`src/rtl/core/nroot_pkg.sv`:
```
// Package for the Newton nth-root block: sequencer states and fixed widths.
// No dependencies.
package nroot_pkg;
  localparam int unsigned VAL_W = 24;
  localparam int unsigned ORD_W = 4;
  localparam int unsigned TOL_W = 16;
  localparam int unsigned LIM_W = 8;
  localparam int unsigned CFG_IDX_W = 1;
  localparam logic [CFG_IDX_W-1:0] CFG_TOLERANCE = 1'b0;
  localparam logic [CFG_IDX_W-1:0] CFG_ITER_LIMIT = 1'b1;

  typedef enum logic [2:0] {
    ST_IDLE,
    ST_STEP,
    ST_POW,
    ST_DERIV,
    ST_DIV,
    ST_UPDATE,
    ST_DONE
  } nroot_state_t;
endpackage

```
`src/rtl/core/newton_nth_root.sv`:
```
// Newton nth-root top level: sequencer, shared multiplier and divider.
// Depends on nroot_pkg and nroot_div.
//
// Usage: an input beat (in_radicand, in_root_order) is taken when in_valid
// is high and in_stall low, and only while the block is idle. One result
// beat follows on out_*, held until out_stall is low. The block then
// returns to idle.
// Each Newton step runs in order: the step check, the shared 24x24
// multiplier for y^(n-1) and y^n, the derivative, the bit-serial divider
// and then the update.
// Reset clears the sequencer, loads tolerance 66 and iteration limit 64.
// While out_stall is high the result is held and no input is taken.
// cfg_wr writes register cfg_index (0 tolerance, 1 iteration limit).
module newton_nth_root #(
  parameter int unsigned MAX_ORDER     = 8,
  parameter int unsigned FRACTION_BITS = 16
) (
  input  logic                       clk,
  input  logic                       rst_n,
  input  logic                       in_valid,
  output logic                       in_stall,
  input  logic [nroot_pkg::VAL_W-1:0] in_radicand,
  input  logic [nroot_pkg::ORD_W-1:0] in_root_order,
  output logic                       out_valid,
  input  logic                       out_stall,
  output logic [nroot_pkg::VAL_W-1:0] out_root_value,
  output logic                       out_converged,
  output logic [7:0]                 out_iterations_used,
  output logic                       out_overflow,
  input  logic                       cfg_wr,
  input  logic [nroot_pkg::CFG_IDX_W-1:0] cfg_index,
  input  logic [15:0]                cfg_data
);
  import nroot_pkg::*;

  localparam int unsigned PROD_W = 2 * VAL_W;
  localparam int unsigned DF_W   = VAL_W + ORD_W + 1;
  localparam int unsigned NUM_W  = VAL_W + FRACTION_BITS;
  localparam logic [VAL_W-1:0] ONE_FX  = VAL_W'(64'd1 << FRACTION_BITS);
  localparam logic [VAL_W-1:0] VAL_MAX = '1;
  localparam logic [ORD_W-1:0] ORD_MAX = ORD_W'(MAX_ORDER);

  nroot_state_t state_r, state_nxt;

  logic [TOL_W-1:0] tol_r;
  logic [LIM_W-1:0] lim_r;
  logic [VAL_W-1:0] a_r, y_r, pw_r, pwl_r, mag_r;
  logic [ORD_W-1:0] n_r, k_r;
  logic [LIM_W-1:0] steps_r;
  logic             conv_r, ovf_r, neg_r;
  logic [DF_W-1:0]  df_r;

  logic [PROD_W-1:0] prod;
  logic [PROD_W-1:0] prod_sh;
  logic [VAL_W-1:0]  prod_sat;
  logic              prod_ovf;
  logic              div_start, div_done;
  logic [NUM_W-1:0]  div_quo;
  logic [ORD_W-1:0]  n_in;
  logic [NUM_W+1:0]  ynew;
  logic [VAL_W-1:0]  yclamp, ydiff;
  logic              yovf;

  assign n_in = (in_root_order < ORD_W'(2)) ? ORD_W'(2)
              : (in_root_order > ORD_MAX) ? ORD_MAX : in_root_order;

  assign prod     = pw_r * y_r;
  assign prod_sh  = prod >> FRACTION_BITS;
  assign prod_ovf = |prod_sh[PROD_W-1:VAL_W];
  assign prod_sat = prod_ovf ? VAL_MAX : prod_sh[VAL_W-1:0];

  nroot_div #(.NUM_W(NUM_W), .DEN_W(DF_W)) u_div (
    .clk   (clk),
    .rst_n (rst_n),
    .start (div_start),
    .num   ({mag_r, FRACTION_BITS'(0)}),
    .den   (df_r),
    .done  (div_done),
    .quo   (div_quo)
  );

  always_comb begin
    if (neg_r) ynew = (NUM_W+2)'(y_r) + (NUM_W+2)'(div_quo);
    else       ynew = (NUM_W+2)'(y_r) - (NUM_W+2)'(div_quo);
    yovf   = 1'b0;
    yclamp = ynew[VAL_W-1:0];
    if (ynew[NUM_W+1])                  yclamp = '0;
    else if (|ynew[NUM_W:VAL_W]) begin
      yclamp = VAL_MAX;
      yovf   = 1'b1;
    end
    ydiff = (yclamp > y_r) ? yclamp - y_r : y_r - yclamp;
  end

  always_comb begin
    state_nxt = state_r;
    unique case (state_r)
      ST_IDLE:   if (in_valid) state_nxt = ST_STEP;
      ST_STEP:   state_nxt = (steps_r < lim_r) ? ST_POW : ST_DONE;
      ST_POW:    if (k_r == n_r) state_nxt = ST_DERIV;
      ST_DERIV:  state_nxt = (df_r == '0) ? ST_DONE : ST_DIV;
      ST_DIV:    if (div_done) state_nxt = ST_UPDATE;
      ST_UPDATE: state_nxt = (ydiff < VAL_W'(tol_r)) ? ST_DONE : ST_STEP;
      ST_DONE:   if (!out_stall) state_nxt = ST_IDLE;
      default:   state_nxt = ST_IDLE;
    endcase
  end

  always_comb begin
    in_stall  = (state_r != ST_IDLE);
    out_valid = (state_r == ST_DONE);
    div_start = (state_r == ST_DERIV) && (df_r != '0);
  end

  always_ff @(posedge clk) begin
    if (!rst_n) begin
      state_r <= ST_IDLE;
      tol_r   <= TOL_W'(66);
      lim_r   <= LIM_W'(64);
    end else begin
      state_r <= state_nxt;
      if (cfg_wr) begin
        unique case (cfg_index)
          CFG_TOLERANCE:  tol_r <= cfg_data;
          CFG_ITER_LIMIT: lim_r <= cfg_data[LIM_W-1:0];
          default: ;
        endcase
      end
    end
  end

  always_ff @(posedge clk) begin
    unique case (state_r)
      ST_IDLE: begin
        a_r     <= in_radicand;
        n_r     <= n_in;
        y_r     <= ONE_FX;
        steps_r <= '0;
        conv_r  <= 1'b0;
        ovf_r   <= 1'b0;
      end
      ST_STEP: begin
        pw_r <= ONE_FX;
        k_r  <= ORD_W'(1);
      end
      ST_POW: begin
        pw_r  <= prod_sat;
        ovf_r <= ovf_r | prod_ovf;
        if (k_r == n_r - ORD_W'(1)) pwl_r <= prod_sat;
        if (k_r == n_r) begin
          df_r  <= DF_W'(n_r) * DF_W'(pwl_r);
          neg_r <= prod_sat < a_r;
          mag_r <= (prod_sat < a_r) ? a_r - prod_sat : prod_sat - a_r;
        end
        k_r <= k_r + ORD_W'(1);
      end
      ST_DERIV: if (df_r == '0) conv_r <= 1'b1;
      ST_UPDATE: begin
        y_r     <= yclamp;
        ovf_r   <= ovf_r | yovf;
        steps_r <= steps_r + 1'b1;
        if (ydiff < VAL_W'(tol_r)) conv_r <= 1'b1;
      end
      default: ;
    endcase
  end

  assign out_root_value      = y_r;
  assign out_converged       = conv_r;
  assign out_iterations_used = steps_r;
  assign out_overflow        = ovf_r;

  a_no_in_when_busy: assert property (@(posedge clk) disable iff (!rst_n)
    (state_r != ST_IDLE) |-> in_stall) else $error("input taken while busy");
  a_steps_bound: assert property (@(posedge clk) disable iff (!rst_n)
    (state_r == ST_DONE) |-> (steps_r <= lim_r)) else $error("step count over limit");
  a_div_only_in_div: assert property (@(posedge clk) disable iff (!rst_n)
    div_done |-> (state_r == ST_DIV)) else $error("divider done outside divide");
  a_result_held: assert property (@(posedge clk) disable iff (!rst_n)
    (out_valid && out_stall) |=> $stable(y_r)) else $error("result changed under stall");
endmodule

```
`src/rtl/core/nroot_div.sv`:
```
// Restoring divider, one quotient bit per cycle.
// Depends on nothing but its parameters.
module nroot_div #(
  parameter int unsigned NUM_W = 48,
  parameter int unsigned DEN_W = 28
) (
  input  logic             clk,
  input  logic             rst_n,
  input  logic             start,
  input  logic [NUM_W-1:0] num,
  input  logic [DEN_W-1:0] den,
  output logic             done,
  output logic [NUM_W-1:0] quo
);
  localparam int unsigned CNT_W = $clog2(NUM_W + 1);
  localparam logic [CNT_W-1:0] NUM_BITS = CNT_W'(NUM_W);

  logic [NUM_W-1:0] quo_r;
  logic [DEN_W-1:0] rem_r;
  logic [DEN_W-1:0] den_r;
  logic [CNT_W-1:0] cnt_r;
  logic             busy_r;
  logic [DEN_W:0]   trial;
  logic [DEN_W:0]   diff;

  assign trial = {rem_r, quo_r[NUM_W-1]};
  assign diff  = trial - {1'b0, den_r};

  always_ff @(posedge clk) begin
    if (!rst_n) begin
      busy_r <= 1'b0;
      cnt_r  <= '0;
    end else if (start) begin
      busy_r <= 1'b1;
      cnt_r  <= NUM_BITS;
    end else if (busy_r) begin
      cnt_r <= cnt_r - 1'b1;
      if (cnt_r == CNT_W'(1)) busy_r <= 1'b0;
    end
  end

  always_ff @(posedge clk) begin
    if (start) begin
      quo_r <= num;
      rem_r <= '0;
      den_r <= den;
    end else if (busy_r) begin
      if (!diff[DEN_W]) begin
        rem_r <= diff[DEN_W-1:0];
        quo_r <= {quo_r[NUM_W-2:0], 1'b1};
      end else begin
        rem_r <= trial[DEN_W-1:0];
        quo_r <= {quo_r[NUM_W-2:0], 1'b0};
      end
    end
  end

  assign done = busy_r && (cnt_r == CNT_W'(1)) && !start;
  assign quo  = quo_r;
endmodule
```
`config.mk`:
```
export PLATFORM = sky130hd
export DESIGN_NAME = newton_nth_root
export DESIGN_NICKNAME = d
export VERILOG_FILES = /design/src/rtl/core/nroot_pkg.sv /design/src/rtl/core/newton_nth_root.sv /design/src/rtl/core/nroot_div.sv
export SDC_FILE = /design/constraint.sdc
export NUM_CORES = 2
export LEC_CHECK = 0
export ABC_AREA = 1
export ABC_CLOCK_PERIOD_IN_PS = 10100
export BUFFER_PORTS_ARGS = -buffer_cell sky130_fd_sc_hd__buf_2
export CELL_PAD_IN_SITES_DETAIL_PLACEMENT = 0
export CELL_PAD_IN_SITES_GLOBAL_PLACEMENT = 2
export CORE_ASPECT_RATIO = 0.7
export CORE_UTILIZATION = 39
export DETAILED_ROUTE_END_ITERATION = 10
export PLACE_DENSITY = 0.83
export SYNTH_ARGS = -nofsm -noshare
export SYNTH_HDL_FRONTEND = slang
export SYNTH_SLANG_ARGS = --single-unit
```
`constraint.sdc`:
```
create_clock -name clk -period 10.1 [get_ports clk]
set_clock_uncertainty 0.15 [all_clocks]
set_input_delay 1.01 -clock clk [delete_from_list [all_inputs] [get_ports clk]]
set_output_delay 1.01 -clock clk [all_outputs]
set_load 0.02 [all_outputs]
```
==> flow_summary.yaml <==
yosys:
  synth.most_common_cell: "inv_1"
  ys_warn_count: 0
  synth.area.top_cells: "fa_1, edfxtp_1, inv_1"
  synth_nets: 7120
  yosysTopAreaCell: "fa_1"
  ys_top_cells_by_count: "inv_1, nand2_1, fa_1, ha_1, nor2_1"
  ys_ff_latch: 298
  synth_flop_cell: "edfxtp_1"
  yosysTopAreaCellShare_pct: 23.6
  synth_edf_count: 219
  syn_inst: 6140
  syn-cell-area_um2: 45100
  avgSynthCellArea_um2: 7.35
  ys_async_sr_fraction_pct: 0
  ys_types: 65
  yosysSeqAreaShare_pct: 18.1
setup_path:
  slowest_stage: "edfxtp_1"
  cp-start-kind: "flip-flop"
  cp_data_arrival_time_ns: 9.79
  crit_fanout: 25
  cp_slowest_stage_delay_ns: 0.61
  path_class: "flip-flop to flip-flop"
  end_kind: "flip-flop"
  crit_required_ns: 10.29
cells_and_area:
  area_growth_pct: 9.46
  final_layout_size_suffix_gt1_share_pct: 5.72
  antennaDiodeCount: 0
  fillers: 11900
  nets: 7192
  fin_cells: 7761
die:
  core_um2: 114000
  start_util_pct: 39.7
  ios: 86
  die_height_um: 287
  row_count: 103
  die_w_um: 409
  die_area_um2: 117000
timing:
  timing.hold.ws_ns: 0.298
  grt_setup_unrepaired: "no"
  finalHoldViolations: 0
  worst_slack_ns: 0.498
  worst_pin_slew_ns: 1.23
  fin_crit_ns: 9.60
  slew_violations: 0
  setup_violations: 0
  max_slew_margin_pct: 17.5
  tns_ns: 0
  max_freq_mhz: 104
  min_period_over_period_pct: 95.1
clock_tree:
  root_buffer: "clkbuf_16"
  cts_tree: "yes"
  clock_latency_ns: 0.61
  clk_pin_slew_ns: 0.06
  ctsHtreeMaxLevel: 2
  clock_sinks: 298
  cts_hold_buf: 0
  cts_max_path_buffers: 3
  cts_buffers: 36
flow_run:
  drv_cap: 0
hold_path:
  holdCritPathClass: "flip-flop to flip-flop"
route:
  firstDrtPassIters: 7
  vias_per_cell: 4.96
  drc: 0
  vias: 38500
  drt-total-wl_um: 149000
  drtIter0Drc: 3509
  wl_per_cell_um: 19.1
  ant_nets: 0
grt:
  grt_pass1_vias: 38500
  grt_pass1_wl_um: 232000
  grt_max_degree: 57
  grt_antenna_before_repair: 3
  grt_overflow: 0
  grt_use_total_pct: 25.8
place:
  port_buffers: 85
  dp_cells: 7683
  place_ws_ns: 0.275
  dp_hpwl_um: 124000
  gp_congestion: 0.958
outcome:
  status: "finished, final reports clean"
-- placed cells by master (no fill, tap or decap), types with 6 or more instances in the layout --
cell / count
a211oi_1: 6
a21boi_0: 13
a21o_1: 18
a21oi_1: 305
a21oi_2: 7
a31oi_1: 22
buf_12: 22
buf_2: 85
buf_4: 121
buf_6: 8
clkbuf_16: 38
dfxtp_1: 79
edfxtp_1: 219
fa_1: 532
ha_1: 397
inv_1: 1586
inv_2: 7
nand2_1: 1562
nand3_1: 115
nand4_1: 34
nor2_1: 327
nor2_2: 15
nor3_1: 45
nor4_1: 22
o211ai_1: 9
o21a_1: 16
o21ai_0: 234
o21ai_1: 60
o21bai_1: 27
o221ai_1: 10
o22ai_1: 19
o2bb2ai_1: 12
o31ai_1: 6
or2_2: 6
xnor2_1: 47
xor2_1: 116
-- metal layers --
layer	track usage [%]	wire (µm)
met4	3.68	2100
met1	41.6	77600
met5	0	0
met3	5.90	13300
met2	34.7	55600
-- logic make-up (layout without fill, tap and decap cells) --
logic type | after synthesis | in the layout | synth area share [%]
flops | 298 | 298 | 18.1
simple gates | 2152 | 2152 | 18.9
mux | 7 | 7 | 0.161
buf+inv | 1798 | 1897 | 15.1
fa+ha+maj | 930 | 930 | 34.6
compound gates | 792 | 792 | 9.91
xor+xnor | 163 | 163 | 3.16
-- stage by stage --
stage / instance area, µm² / util (%)
global route: 49400 / 43.4
finish: 49400 / 43.4
CTS: 49200 / 43.2
global placement: 47900 / 42.1
detailed placement: 47900 / 42.1
floorplan: 45100 / -
-- cell type report --
type	count	area [µm²]	share of cell area, %
flip-flops and latches	298	8160	16.5
well taps	1522	1900	3.86
repair buffers	237	1880	3.81
multi-input cells	4044	30200	61.1
inverters	1595	5990	12.1
clock buffers	46	1000	2.03
clock inverters	19	248	0.502
-- path summary, 6_finish.rpt --
path	from	endpoint	slack, ns	cells past startpoint
setup reg to reg	out_root_value[18]	mag_r[22]	0.50	38
hold / removal	df_r[26]	u_div.den_r[26]	0.30	0
hold reg to reg	df_r[26]	u_div.den_r[26]	0.30	0
setup / recovery	out_root_value[18]	mag_r[22]	0.50	38
-- state kept, by name, summed over array words and instances, names as in the netlist --
register / cells
pwl_r: 24
u_div.busy_r: 1
tol_r: 16
a_r: 24
u_div.den_r: 28
out_converged: 1
k_r: 4
n_r: 4
out_iterations_used: 8
u_div.rem_r: 29
pw_r: 24
mag_r: 24
df_r: 28
state_r: 3
neg_r: 1
out_root_value: 24
lim_r: 8
u_div.quo: 40
u_div.cnt_r: 6
out_overflow: 1
-- repair_timing --
item                                   CTS  global route
setup endpoints to repair                0            23
endpoints found under the hold margin    0             0
gates resized for setup                  0            28
buffers inserted                         0            13
-- critical path, delay by kind of cell, from the launching register on --
kind | cells | cell delay, ns
DFF | 1 | 0.61
xor gates and xnor gates | 1 | 0.11
and+or+nand+nor | 15 | 2.35
buffers and inverters | 9 | 1.08
AOI/OAI and AO/OA | 4 | 0.73
adders and majority gates | 9 | 4.32
Power is left out: the tool's default activity adds up to more than one toggle a clock period on the data nets, which glitch-free logic cannot reach.
